<file path="src/sv/potl_pkg.sv">
// Shared types and constants for the priority ordered task list.
// Depends on nothing; all files but potl_ram refer to it by scoped names.
package potl_pkg;

	// Default sizes of the block.
	localparam int SLOTS_DEF     = 32;
	localparam int PRIO_BITS_DEF = 8;

	// Beat field widths, fixed by the channel format.
	localparam int MODE_W     = 2;
	localparam int REQ_PRIO_W = 8;
	localparam int SLOT_W     = 5;
	localparam int ENTRY_W    = 5;
	localparam int OUT_PRIO_W = 8;
	localparam int STATUS_W   = 2;

	// A tick lists at most this many entries.
	localparam int RESULT_CAP = 32;
	localparam int EMIT_W     = $clog2(RESULT_CAP + 1);

	// Request modes.
	typedef enum logic [MODE_W-1:0] {
		MODE_CREATE   = 2'd0,
		MODE_KILL     = 2'd1,
		MODE_KILL_ALL = 2'd2,
		MODE_TICK     = 2'd3
	} mode_t;

	// Result status codes.
	typedef enum logic [STATUS_W-1:0] {
		STAT_OK         = 2'd0,
		STAT_FULL       = 2'd1,
		STAT_NONE       = 2'd2,
		STAT_NOT_ACTIVE = 2'd3
	} status_t;

	// Operations broadcast to every cell of the chain.
	typedef enum logic [2:0] {
		OP_HOLD     = 3'd0,
		OP_INSERT   = 3'd1,
		OP_KILL     = 3'd2,
		OP_KILL_ALL = 3'd3,
		OP_ROTATE   = 3'd4
	} cell_op_t;

	typedef struct packed {
		cell_op_t op;
		logic     keep_head;
	} cell_cmd_t;

endpackage

</file>
<file path="src/sv/potl_if.sv">
// Valid/ready channel interfaces for the request and result beats.
// Depends on potl_pkg for the field widths.
interface potl_req_if;
	logic                              valid;
	logic                              ready;
	logic [potl_pkg::MODE_W-1:0]       mode;
	logic [potl_pkg::REQ_PRIO_W-1:0]   priority_req;
	logic [potl_pkg::SLOT_W-1:0]       slot;

	modport source (output valid, output mode, output priority_req, output slot, input ready);
	modport sink (input valid, input mode, input priority_req, input slot, output ready);
endinterface

interface potl_rsp_if;
	logic                              valid;
	logic                              ready;
	logic [potl_pkg::ENTRY_W-1:0]      entry;
	logic [potl_pkg::OUT_PRIO_W-1:0]   entry_priority;
	logic [potl_pkg::STATUS_W-1:0]     status;
	logic                              last;

	modport source (output valid, output entry, output entry_priority, output status,
		output last, input ready);
	modport sink (input valid, input entry, input entry_priority, input status,
		input last, output ready);
endinterface

</file>
<file path="src/sv/potl_ram.sv">
// Generic single-write, single-read RAM with a registered read port.
// Depends on nothing.
module potl_ram #(
	parameter int WIDTH = 8,
	parameter int DEPTH = 32
) (
	input  logic                     clk,
	input  logic                     we,
	input  logic [$clog2(DEPTH)-1:0] waddr,
	input  logic [WIDTH-1:0]         wdata,
	input  logic                     re,
	input  logic [$clog2(DEPTH)-1:0] raddr,
	output logic [WIDTH-1:0]         rdata
);

	logic [WIDTH-1:0] mem_q [DEPTH];
	logic [WIDTH-1:0] rdata_q;

	// Write port.
	always_ff @(posedge clk) begin
		if (we) begin
			mem_q[waddr] <= wdata;
		end
	end

	// Registered read, held while no read is requested.
	always_ff @(posedge clk) begin
		if (re) begin
			rdata_q <= mem_q[raddr];
		end
	end

	assign rdata = rdata_q;

endmodule

</file>
<file path="src/sv/potl_cell.sv">
// One cell of the sorted chain: holds one entry and trades it with its neighbors.
// Depends on potl_pkg for the cell command struct.
module potl_cell #(
	parameter int IW = 5,
	parameter int PW = 8
) (
	input  logic                clk,
	input  logic                arst_n,
	input  potl_pkg::cell_cmd_t cmd,
	input  logic [IW-1:0]       new_id,
	input  logic [PW-1:0]       new_prio,
	input  logic [IW-1:0]       kill_id,
	input  logic [IW-1:0]       head_id,
	input  logic [PW-1:0]       head_prio,
	input  logic                left_valid,
	input  logic [IW-1:0]       left_id,
	input  logic [PW-1:0]       left_prio,
	input  logic                left_mark,
	input  logic                left_gt,
	input  logic                right_valid,
	input  logic [IW-1:0]       right_id,
	input  logic [PW-1:0]       right_prio,
	input  logic                right_mark,
	output logic                valid,
	output logic [IW-1:0]       id,
	output logic [PW-1:0]       prio,
	output logic                mark,
	output logic                gt
);

	logic          valid_q;
	logic          mark_q;
	logic [IW-1:0] id_q;
	logic [PW-1:0] prio_q;
	logic          nxt_valid;
	logic          nxt_mark;
	logic [IW-1:0] nxt_id;
	logic [PW-1:0] nxt_prio;

	// This entry sorts after a new entry of the requested priority.
	assign gt = valid_q && (prio_q > new_prio);

	// Next contents of the cell.
	always_comb begin
		nxt_valid = valid_q;
		nxt_mark  = mark_q;
		nxt_id    = id_q;
		nxt_prio  = prio_q;
		case (cmd.op)
			potl_pkg::OP_INSERT: begin
				// Entries that sort after the new one move one cell to the right.
				if (left_gt) begin
					nxt_valid = 1'b1;
					nxt_mark  = left_mark;
					nxt_id    = left_id;
					nxt_prio  = left_prio;
				end else if ((gt || !valid_q) && left_valid) begin
					nxt_valid = 1'b1;
					nxt_mark  = 1'b0;
					nxt_id    = new_id;
					nxt_prio  = new_prio;
				end
			end
			potl_pkg::OP_KILL: begin
				if (valid_q && (id_q == kill_id)) begin
					nxt_mark = 1'b1;
				end
			end
			potl_pkg::OP_KILL_ALL: begin
				nxt_mark = mark_q || valid_q;
			end
			potl_pkg::OP_ROTATE: begin
				// Shift toward the head; the last occupied cell takes a kept head entry.
				if (right_valid) begin
					nxt_valid = 1'b1;
					nxt_mark  = right_mark;
					nxt_id    = right_id;
					nxt_prio  = right_prio;
				end else if (valid_q && cmd.keep_head) begin
					nxt_valid = 1'b1;
					nxt_mark  = 1'b0;
					nxt_id    = head_id;
					nxt_prio  = head_prio;
				end else begin
					nxt_valid = 1'b0;
					nxt_mark  = 1'b0;
				end
			end
			default: begin
			end
		endcase
	end

	// Control bits.
	always_ff @(posedge clk or negedge arst_n) begin
		if (!arst_n) begin
			valid_q <= 1'b0;
			mark_q  <= 1'b0;
		end else begin
			valid_q <= nxt_valid;
			mark_q  <= nxt_mark;
		end
	end

	// Entry payload.
	always_ff @(posedge clk) begin
		id_q   <= nxt_id;
		prio_q <= nxt_prio;
	end

	assign valid = valid_q;
	assign mark  = mark_q;
	assign id    = id_q;
	assign prio  = prio_q;

endmodule

</file>
<file path="src/sv/priority_ordered_task_list_top.sv">
// Create, kill-all and refused requests give their result beat in the cycle after
// acceptance; a successful kill passes through the S_KILL state, where the priority RAM
// read returns, before it gives its beat. Create, kill-all and refused kills take one
// request per cycle while results are taken; a successful kill holds the input in S_KILL.
// A tick holds it for the sweep: one step per chained entry, marked ones included.
// Reset clears the chain, the slot bitmaps and the output register at once.
module priority_ordered_task_list_top #(
	parameter int SLOTS     = potl_pkg::SLOTS_DEF,
	parameter int PRIO_BITS = potl_pkg::PRIO_BITS_DEF
) (
	input logic       clk,
	input logic       arst_n,
	potl_req_if.sink  req,
	potl_rsp_if.source rsp
);

	localparam int IW = $clog2(SLOTS);
	localparam int CW = $clog2(SLOTS + 1);
	localparam int EW = potl_pkg::EMIT_W;

	typedef enum logic [1:0] {
		S_IDLE,
		S_KILL,
		S_ROT
	} state_t;

	state_t                  state_q;
	logic [SLOTS-1:0]        on_bits_q;
	logic [SLOTS-1:0]        mark_bits_q;
	logic [CW-1:0]           on_cnt_q;
	logic [CW-1:0]           used_cnt_q;
	logic [CW-1:0]           rem_q;
	logic [EW-1:0]           emit_q;
	logic [potl_pkg::SLOT_W-1:0] kill_slot_q;
	logic                    rsp_valid_q;
	logic [potl_pkg::ENTRY_W-1:0]    entry_q;
	logic [potl_pkg::OUT_PRIO_W-1:0] prio_q;
	potl_pkg::status_t       status_q;
	logic                    last_q;

	logic                    out_free;
	logic                    accept;
	potl_pkg::mode_t         req_mode;
	logic [PRIO_BITS-1:0]    req_prio;
	logic [IW-1:0]           slot_idx;
	logic                    kill_ok;
	logic [SLOTS-1:0]        used_bits;
	logic [IW-1:0]           free_idx;
	logic                    full;
	logic                    emit_now;
	logic                    step;
	logic                    tick_last;
	logic                    rsp_load;
	logic [PRIO_BITS-1:0]    ram_rdata;
	potl_pkg::cell_cmd_t     cmd;

	logic                    cell_valid [SLOTS];
	logic [IW-1:0]           cell_id    [SLOTS];
	logic [PRIO_BITS-1:0]    cell_prio  [SLOTS];
	logic                    cell_mark  [SLOTS];
	logic                    cell_gt    [SLOTS];

	// Request decode.
	assign out_free  = !rsp_valid_q || rsp.ready;
	assign req.ready = (state_q == S_IDLE) && out_free;
	assign accept    = req.valid && req.ready;
	assign req_mode  = potl_pkg::mode_t'(req.mode);
	assign req_prio  = PRIO_BITS'({8'd0, req.priority_req});
	assign slot_idx  = IW'(req.slot);
	assign kill_ok   = (32'(req.slot) < SLOTS) && on_bits_q[slot_idx];

	// Lowest free slot.
	assign used_bits = on_bits_q | mark_bits_q;
	assign full      = &used_bits;
	always_comb begin
		free_idx = '0;
		for (int i = SLOTS - 1; i >= 0; i--) begin
			if (!used_bits[i]) begin
				free_idx = IW'(i);
			end
		end
	end

	// Tick sweep: one entry leaves the head cell per step.
	assign emit_now  = cell_valid[0] && !cell_mark[0] && (emit_q < EW'(potl_pkg::RESULT_CAP));
	assign step      = (state_q == S_ROT) && (!emit_now || out_free);
	assign tick_last = (emit_q == EW'(potl_pkg::RESULT_CAP - 1))
		|| ((32'(emit_q) + 32'd1) == 32'(on_cnt_q));

	// A new result beat enters the output register in this cycle.
	always_comb begin
		rsp_load = 1'b0;
		case (state_q)
			S_IDLE: begin
				if (accept) begin
					case (req_mode)
						potl_pkg::MODE_KILL: rsp_load = !kill_ok;
						potl_pkg::MODE_TICK: rsp_load = (on_cnt_q == '0);
						default: rsp_load = 1'b1;
					endcase
				end
			end
			S_KILL: rsp_load = out_free;
			S_ROT: rsp_load = step && emit_now;
			default: rsp_load = 1'b0;
		endcase
	end

	// Command broadcast to the chain.
	always_comb begin
		cmd.op        = potl_pkg::OP_HOLD;
		cmd.keep_head = !cell_mark[0];
		if (accept) begin
			case (req_mode)
				potl_pkg::MODE_CREATE: begin
					if (!full) begin
						cmd.op = potl_pkg::OP_INSERT;
					end
				end
				potl_pkg::MODE_KILL: begin
					if (kill_ok) begin
						cmd.op = potl_pkg::OP_KILL;
					end
				end
				potl_pkg::MODE_KILL_ALL: begin
					cmd.op = potl_pkg::OP_KILL_ALL;
				end
				default: begin
				end
			endcase
		end else if (step) begin
			cmd.op = potl_pkg::OP_ROTATE;
		end
	end

	// Priority per slot, read back for a kill result.
	potl_ram #(
		.WIDTH(PRIO_BITS),
		.DEPTH(SLOTS)
	) u_prio_ram (
		.clk  (clk),
		.we   (accept && (req_mode == potl_pkg::MODE_CREATE) && !full),
		.waddr(free_idx),
		.wdata(req_prio),
		.re   (accept),
		.raddr(slot_idx),
		.rdata(ram_rdata)
	);

	// Chain of cells, head at cell zero.
	for (genvar i = 0; i < SLOTS; i++) begin : g_cell
		logic                 l_valid;
		logic [IW-1:0]        l_id;
		logic [PRIO_BITS-1:0] l_prio;
		logic                 l_mark;
		logic                 l_gt;
		logic                 r_valid;
		logic [IW-1:0]        r_id;
		logic [PRIO_BITS-1:0] r_prio;
		logic                 r_mark;

		if (i == 0) begin : g_first
			assign l_valid = 1'b1;
			assign l_id    = '0;
			assign l_prio  = '0;
			assign l_mark  = 1'b0;
			assign l_gt    = 1'b0;
		end else begin : g_inner_l
			assign l_valid = cell_valid[i-1];
			assign l_id    = cell_id[i-1];
			assign l_prio  = cell_prio[i-1];
			assign l_mark  = cell_mark[i-1];
			assign l_gt    = cell_gt[i-1];
		end

		if (i == SLOTS - 1) begin : g_lastc
			assign r_valid = 1'b0;
			assign r_id    = '0;
			assign r_prio  = '0;
			assign r_mark  = 1'b0;
		end else begin : g_inner_r
			assign r_valid = cell_valid[i+1];
			assign r_id    = cell_id[i+1];
			assign r_prio  = cell_prio[i+1];
			assign r_mark  = cell_mark[i+1];
		end

		potl_cell #(
			.IW(IW),
			.PW(PRIO_BITS)
		) u_cell (
			.clk        (clk),
			.arst_n     (arst_n),
			.cmd        (cmd),
			.new_id     (free_idx),
			.new_prio   (req_prio),
			.kill_id    (slot_idx),
			.head_id    (cell_id[0]),
			.head_prio  (cell_prio[0]),
			.left_valid (l_valid),
			.left_id    (l_id),
			.left_prio  (l_prio),
			.left_mark  (l_mark),
			.left_gt    (l_gt),
			.right_valid(r_valid),
			.right_id   (r_id),
			.right_prio (r_prio),
			.right_mark (r_mark),
			.valid      (cell_valid[i]),
			.id         (cell_id[i]),
			.prio       (cell_prio[i]),
			.mark       (cell_mark[i]),
			.gt         (cell_gt[i])
		);
	end

	// Sequencer, slot bookkeeping and output register.
	always_ff @(posedge clk or negedge arst_n) begin
		if (!arst_n) begin
			state_q     <= S_IDLE;
			on_bits_q   <= '0;
			mark_bits_q <= '0;
			on_cnt_q    <= '0;
			used_cnt_q  <= '0;
			rem_q       <= '0;
			emit_q      <= '0;
			kill_slot_q <= '0;
			rsp_valid_q <= 1'b0;
			entry_q     <= '0;
			prio_q      <= '0;
			status_q    <= potl_pkg::STAT_OK;
			last_q      <= 1'b0;
		end else begin
			if (rsp_load) begin
				rsp_valid_q <= 1'b1;
			end else if (rsp.ready) begin
				rsp_valid_q <= 1'b0;
			end
			case (state_q)
				S_IDLE: begin
					if (accept) begin
						case (req_mode)
							potl_pkg::MODE_CREATE: begin
								last_q      <= 1'b1;
								if (full) begin
									entry_q  <= '0;
									prio_q   <= '0;
									status_q <= potl_pkg::STAT_FULL;
								end else begin
									entry_q             <= potl_pkg::ENTRY_W'(free_idx);
									prio_q              <= potl_pkg::OUT_PRIO_W'(req_prio);
									status_q            <= potl_pkg::STAT_OK;
									on_bits_q[free_idx] <= 1'b1;
									on_cnt_q            <= on_cnt_q + CW'(1);
									used_cnt_q          <= used_cnt_q + CW'(1);
								end
							end
							potl_pkg::MODE_KILL: begin
								if (kill_ok) begin
									kill_slot_q           <= req.slot;
									on_bits_q[slot_idx]   <= 1'b0;
									mark_bits_q[slot_idx] <= 1'b1;
									on_cnt_q              <= on_cnt_q - CW'(1);
									state_q               <= S_KILL;
								end else begin
									entry_q     <= req.slot;
									prio_q      <= '0;
									status_q    <= potl_pkg::STAT_NOT_ACTIVE;
									last_q      <= 1'b1;
								end
							end
							potl_pkg::MODE_KILL_ALL: begin
								entry_q     <= '0;
								prio_q      <= '0;
								status_q    <= (on_cnt_q != '0) ? potl_pkg::STAT_OK
									: potl_pkg::STAT_NONE;
								last_q      <= 1'b1;
								mark_bits_q <= mark_bits_q | on_bits_q;
								on_bits_q   <= '0;
								on_cnt_q    <= '0;
							end
							default: begin
								// Tick: every marked entry is freed by the sweep.
								mark_bits_q <= '0;
								if (on_cnt_q == '0) begin
									entry_q     <= '0;
									prio_q      <= '0;
									status_q    <= potl_pkg::STAT_NONE;
									last_q      <= 1'b1;
								end
								if (used_cnt_q != '0) begin
									rem_q   <= used_cnt_q;
									emit_q  <= '0;
									state_q <= S_ROT;
								end
							end
						endcase
					end
				end
				S_KILL: begin
					if (out_free) begin
						entry_q     <= kill_slot_q;
						prio_q      <= potl_pkg::OUT_PRIO_W'(ram_rdata);
						status_q    <= potl_pkg::STAT_OK;
						last_q      <= 1'b1;
						state_q     <= S_IDLE;
					end
				end
				S_ROT: begin
					if (step) begin
						if (emit_now) begin
							entry_q     <= potl_pkg::ENTRY_W'(cell_id[0]);
							prio_q      <= potl_pkg::OUT_PRIO_W'(cell_prio[0]);
							status_q    <= potl_pkg::STAT_OK;
							last_q      <= tick_last;
							emit_q      <= emit_q + EW'(1);
						end
						if (cell_mark[0]) begin
							used_cnt_q <= used_cnt_q - CW'(1);
						end
						rem_q <= rem_q - CW'(1);
						if (rem_q == CW'(1)) begin
							state_q <= S_IDLE;
						end
					end
				end
				default: begin
					state_q <= S_IDLE;
				end
			endcase
		end
	end

	assign rsp.valid          = rsp_valid_q;
	assign rsp.entry          = entry_q;
	assign rsp.entry_priority = prio_q;
	assign rsp.status         = status_q;
	assign rsp.last           = last_q;

endmodule

</file>
<file path="src/flat_wrapper.sv">
// flat-port wrapper written by rule: the top's interface ports become plain ports
module priority_ordered_task_list_top_flat 
#(
	parameter int SLOTS     = potl_pkg::SLOTS_DEF,
	parameter int PRIO_BITS = potl_pkg::PRIO_BITS_DEF
)
  (clk, arst_n, req_valid, req_mode, req_priority_req, req_slot, req_ready, rsp_valid, rsp_entry, rsp_entry_priority, rsp_status, rsp_last, rsp_ready);
  potl_req_if req_i ();
  potl_rsp_if rsp_i ();
  input logic clk;
  input logic arst_n;
  input wire logic [$bits(req_i.valid)-1:0] req_valid;
  input wire logic [$bits(req_i.mode)-1:0] req_mode;
  input wire logic [$bits(req_i.priority_req)-1:0] req_priority_req;
  input wire logic [$bits(req_i.slot)-1:0] req_slot;
  output wire logic [$bits(req_i.ready)-1:0] req_ready;
  output wire logic [$bits(rsp_i.valid)-1:0] rsp_valid;
  output wire logic [$bits(rsp_i.entry)-1:0] rsp_entry;
  output wire logic [$bits(rsp_i.entry_priority)-1:0] rsp_entry_priority;
  output wire logic [$bits(rsp_i.status)-1:0] rsp_status;
  output wire logic [$bits(rsp_i.last)-1:0] rsp_last;
  input wire logic [$bits(rsp_i.ready)-1:0] rsp_ready;
  assign req_i.valid = req_valid;
  assign req_i.mode = req_mode;
  assign req_i.priority_req = req_priority_req;
  assign req_i.slot = req_slot;
  assign req_ready = req_i.ready;
  assign rsp_valid = rsp_i.valid;
  assign rsp_entry = rsp_i.entry;
  assign rsp_entry_priority = rsp_i.entry_priority;
  assign rsp_status = rsp_i.status;
  assign rsp_last = rsp_i.last;
  assign rsp_i.ready = rsp_ready;
  priority_ordered_task_list_top #(.SLOTS(SLOTS), .PRIO_BITS(PRIO_BITS)) u_core (.clk(clk), .arst_n(arst_n), .req(req_i), .rsp(rsp_i));
endmodule
</file>
<file path="config.mk">
export PLATFORM = sky130hd
export DESIGN_NAME = priority_ordered_task_list_top_flat
export DESIGN_NICKNAME = d
export VERILOG_FILES = /design/src/sv/potl_pkg.sv /design/src/sv/potl_if.sv /design/src/sv/potl_ram.sv /design/src/sv/potl_cell.sv /design/src/sv/priority_ordered_task_list_top.sv /design/src/flat_wrapper.sv
export SDC_FILE = /design/constraint.sdc
export NUM_CORES = 2
export LEC_CHECK = 0
export BUFFER_PORTS_ARGS = -buffer_cell sky130_fd_sc_hd__buf_2
export CAP_MARGIN = 5
export CORE_ASPECT_RATIO = 0.75
export CORE_MARGIN = 2
export CORE_UTILIZATION = 47
export DETAILED_ROUTE_END_ITERATION = 16
export PLACE_DENSITY = 0.73
export SLEW_MARGIN = 20
export SYNTH_ARGS = -nofsm -noshare
export SYNTH_HDL_FRONTEND = slang
export SYNTH_SLANG_ARGS = --single-unit
</file>
<file path="constraint.sdc">
create_clock -name clk -period 4.49 [get_ports clk]
set_input_delay 1.1225 -clock clk [delete_from_list [all_inputs] [get_ports clk]]
set_output_delay 1.1225 -clock clk [all_outputs]
set_load 0.03 [all_outputs]
</file>
==> key figures <==
Placed design
  – Post-placement setup slack: ~0.22 ns
  – Port Buffer Count: 36
  – Final weighted congestion in routability-driven placement: between 0.9 and 1
  – Placed Cells: between 6000 and 7000
  – Detail Placement HPWL: 116000 µm

Job
  – Max-cap violation count: 0

Clocking
  – Max Buffers Root-to-Sink: 3
  – Clk sink count: roughly 860
  – H-tree Lvls: 3
  – Post-cts hold buffer count: 0
  – Insertion delay to the later sink of the worst-skew pair: 0.72 ns
  – Clock transition at the registers of the reported paths: around 0.070 ns
  – Clock tree from TritonCTS: yes
  – Number of buffers inserted by post-CTS setup repair: 0
  – Root buffer selected by CTS: sky130_fd_sc_hd__clkbuf_16
  – Post-CTS resize count: 0
  – Clock buffer count from CTS: 84

Cells and area
  – Share of layout cells above drive strength 1: 0.110
  – Synthesis-to-finish area growth: 9.81%
  – Number of standard cells in the final layout excluding fillers: 6852
  – Number of nets in the final layout: 5537

Logic synthesis
  – Share of synthesized area occupied by flip-flops and latches: 0.452
  – Combinational family with the most area after synthesis: compound AO/OA/AOI/OAI gates
  – Post-synth ARST share: 0.206
  – Synth Warn #: 0
  – Unique cell type count in the Yosys netlist: 94
  – Average cell area after synthesis: approximately 10 µm²
  – Top cell type's share of synthesized area: 0.372
  – Fraction of synthesized cell area in xor and xnor cells: 0.0285
  – Post-synthesis adder-cell area fraction: 0.0634
  – Post-synth design cell area: roughly 55000 µm²
  – Simple-Gate Fraction of Synth Area: 0.120
  – Compound-Gate Fraction of Synth Area: 0.201
  – Multiplexer fraction of the synthesized cell area: 0.0945
  – Post-synth EDFFs: 680
  – Synthesized instance count: around 5300
  – Cells taking the most area after synthesis: sky130_fd_sc_hd__edfxtp_1 (37%), sky130_fd_sc_hd__dfrtp_1 (8.0%), sky130_fd_sc_hd__mux2i_1 (6.5%)
  – Post-synth top flop: sky130_fd_sc_hd__edfxtp_1
  – Number of synthesized register bits: about 860
  – Total nets after synthesis: around 5600
  – Yosys top cell by area: sky130_fd_sc_hd__edfxtp_1

Global routing
  – Initial antenna violation count: 5
  – Global-route wire length before repair: 267000 µm
  – Vias in the first global route: around 43000
  – Aggregate global routing overflow: 0
  – Largest net degree at the start of global routing: around 120
  – Global-route usage over all layers: 0.288

STA
  – Final Slew Violations: 0
  – Hold slack final: 0.478 ns
  – Worst slew margin: 0.188
  – Count of endpoints failing hold in the final timing report: 0
  – Share of the clock period used by the worst path: 0.820
  – Finish-stage setup viols: 0
  – Setup Total Neg Slack: 0 ns
  – Clock Skew: about 0.062 ns
  – Achievable frequency: ~0.27 GHz
  – Worst-margin pin slew: 1.22 ns
  – Post-route setup slack: around 0.81 ns
  – Fin crit period: 3.68 ns
  – Unrepaired setup endpoints after global routing: no

Critical path
  – Data required time of the critical path: between 4 and 5 ns
  – Critical setup path kind: register to register
  – Critical path peak fanout: 53
  – Kind of capture point of the worst setup path: register
  – CP arrival: about 4.1 ns
  – Setup slack, reg-to-reg: roughly 0.81 ns
  – Startpoint type of the worst setup path: register

Floorplan
  – Die H: between 300 and 400 µm
  – Placement row count: approximately 110
  – Horizontal die dimension: 399 µm
  – Placeable core region: ~120000 µm²
  – Effective utilization at floorplan: 0.474
  – DIE AREA: approximately 120000 µm²
  – I/O pin count: 37

Status
  – Run status: completed

Detailed routing
  – Final WL: 176000 µm
  – Number of nets with antenna violations after detailed routing: 0
  – Number of DRC violations after detailed-routing iteration 0: 6813
  – Average wire length per cell after detail routing: approximately 26 µm
  – DR vias: around 46000
  – Detailed-routing iteration count for the pre-antenna-repair pass: 6
  – Average via count per standard cell: between 6 and 7
  – Remaining DRCs: 0

Power and ir drop
  – Switch Pwr: roughly 18 mW
  – Power density over the cells: 680 nW/µm²
  – Share of total power in combinational logic: 0.462
  – Fraction of power spent switching nets: 0.431
  – Max rail drop VDD: around 0.0005 V
  – Static leakage: about 24 nW
  – Share of total power in sequential cells: 0.356
  – Clock power share: 0.182
  – Total internal power: roughly 23 mW

Worst hold path
  – Hold WC Path Type: register to register
[critical path: stages, from the launching register on]
cell	delay, ns
sky130_fd_sc_hd__dfrtp_1	0.40
sky130_fd_sc_hd__inv_1	0.10
sky130_fd_sc_hd__ha_1	0.34
sky130_fd_sc_hd__and2_1	0.22
sky130_fd_sc_hd__nand2_2	0.20
sky130_fd_sc_hd__inv_1	0.20
sky130_fd_sc_hd__nor2_4	0.18
sky130_fd_sc_hd__buf_4	0.39
sky130_fd_sc_hd__buf_4	0.56
sky130_fd_sc_hd__nand2_1	0.44
sky130_fd_sc_hd__o22ai_1	0.31
sky130_fd_sc_hd__nor2_1	0.07
[stage by stage]
step           cell area, µm²  utilization  total power, mW
2_1_floorplan           54900            -             27.0
5_1_grt                 60300        0.521             43.1
3_5_place_dp            57400        0.496             32.8
4_1_cts                 60300        0.520             40.3
3_3_place_gp            57400        0.496             32.2
6_report                60300        0.521             41.0
[power groups by stage]
stage | combinational, mW | sequential (mW) | clock, mW
2_1_floorplan | 13.5 | 13.5 | 0
3_3_place_gp | 17.7 | 14.5 | 0
3_5_place_dp | 18.3 | 14.5 | 0
4_1_cts | 18.4 | 14.4 | 7.50
5_1_grt | 20.5 | 14.7 | 7.79
6_report | 18.9 | 14.6 | 7.46
[final timing paths]
| check | start | endpoint | cells after the start |
|---|---|---|---|
| max in group asynchronous | arst_n | u_core.g_cell[10].u_cell.valid$_DFFE_PN0P_ | 2 |
| worst min register to register | u_core.rsp.entry[1]$_DFFE_PN0P_ | u_core.rsp.entry[1]$_DFFE_PN0P_ | 1 |
| worst max-delay path | u_core.state_q[0]$_DFFE_PN0P_ | u_core.g_cell[1].u_cell.prio[3]$_DFFE_PP_ | 11 |
| worst max register to register | u_core.state_q[0]$_DFFE_PN0P_ | u_core.g_cell[1].u_cell.prio[3]$_DFFE_PP_ | 11 |
| min in group asynchronous | arst_n | u_core.kill_slot_q[1]$_DFFE_PN0P_ | 1 |
| worst min-delay path | u_core.rsp.entry[1]$_DFFE_PN0P_ | u_core.rsp.entry[1]$_DFFE_PN0P_ | 1 |
[logic make-up after synthesis]
family,count (synthesis)
buffers and inverters,570
adder cells (fa/ha/maj),277
flip-flops,856
XOR/XNOR,179
AND/OR/NAND/NOR,1298
AO/OA/AOI/OAI,1704
multiplexers,437
[synth_stat cells, types with 66 or more instances]
| cell type | instances |
|---|---|
| sky130_fd_sc_hd__nor2_1 | 272 |
| sky130_fd_sc_hd__ha_1 | 275 |
| sky130_fd_sc_hd__clkbuf_1 | 364 |
| sky130_fd_sc_hd__a21o_1 | 66 |
| sky130_fd_sc_hd__a21oi_1 | 586 |
| sky130_fd_sc_hd__nor2b_1 | 347 |
| sky130_fd_sc_hd__mux2i_1 | 359 |
| sky130_fd_sc_hd__inv_1 | 116 |
| sky130_fd_sc_hd__edfxtp_1 | 680 |
| sky130_fd_sc_hd__nand3_1 | 76 |
| sky130_fd_sc_hd__xor2_1 | 97 |
| sky130_fd_sc_hd__xnor2_1 | 82 |
| sky130_fd_sc_hd__o21ai_0 | 254 |
| sky130_fd_sc_hd__dfrtp_1 | 176 |
| sky130_fd_sc_hd__nand2_1 | 317 |
| sky130_fd_sc_hd__a211oi_1 | 337 |
[final cells by class]
type	instances	area, µm²
Sequential cell	856	24800
Tap cell	1540	1930
Multi-Input combinational cell	3895	28000
Timing Repair Buffer	285	2280
Clock inverter	40	557
Clock buffer	115	2300
Antenna cell	2	5.00
Fill cell	9900	55500
Inverter	119	447
[state kept, by name (all words and copies together) (netlist names), 5 cells and up]
signal,count
u_core.on_bits_q,32
u_core.g_cell.u_cell.valid,32
u_core.rsp.entry,5
u_core.kill_slot_q,5
u_core.u_prio_ram.mem_q,256
u_core.g_cell.u_cell.mark,32
u_core.g_cell.u_cell.id,160
u_core.used_cnt_q,6
u_core.g_cell.u_cell.prio,256
u_core.mark_bits_q,32
u_core.rsp.entry_priority,8
u_core.rem_q,6
u_core.u_prio_ram.rdata,8
u_core.emit_q,6
u_core.on_cnt_q,6
[per-layer routing]
layer / part of all wire / up-vias / track usage
met2: 0.42 / 3174 / 0.409
met4: 0.030 / 0 / 0.0838
li1: - / 20000 / -
met5: 0 / - / 0
met3: 0.13 / 419 / 0.0706
met1: 0.42 / 22400 / 0.432
[cells in the final DEF, fill, tap and decap left out, types with 64 or more instances in the layout]
master,netlist,layout
sky130_fd_sc_hd__xnor2_1,82,82
sky130_fd_sc_hd__a21o_1,66,66
sky130_fd_sc_hd__ha_1,275,275
sky130_fd_sc_hd__mux4_2,64,64
sky130_fd_sc_hd__a211oi_1,337,336
sky130_fd_sc_hd__nor2b_1,347,347
sky130_fd_sc_hd__clkbuf_16,0,85
sky130_fd_sc_hd__inv_1,116,108
sky130_fd_sc_hd__nand3_1,76,76
sky130_fd_sc_hd__o21ai_0,254,247
sky130_fd_sc_hd__a21oi_1,586,585
sky130_fd_sc_hd__xor2_1,97,97
sky130_fd_sc_hd__edfxtp_1,680,680
sky130_fd_sc_hd__mux2i_1,359,359
sky130_fd_sc_hd__dfrtp_1,176,171
sky130_fd_sc_hd__nor2_1,272,266
sky130_fd_sc_hd__nand2_1,317,317
sky130_fd_sc_hd__buf_4,2,238
Note: power is estimated with default switching activity, not from simulation.
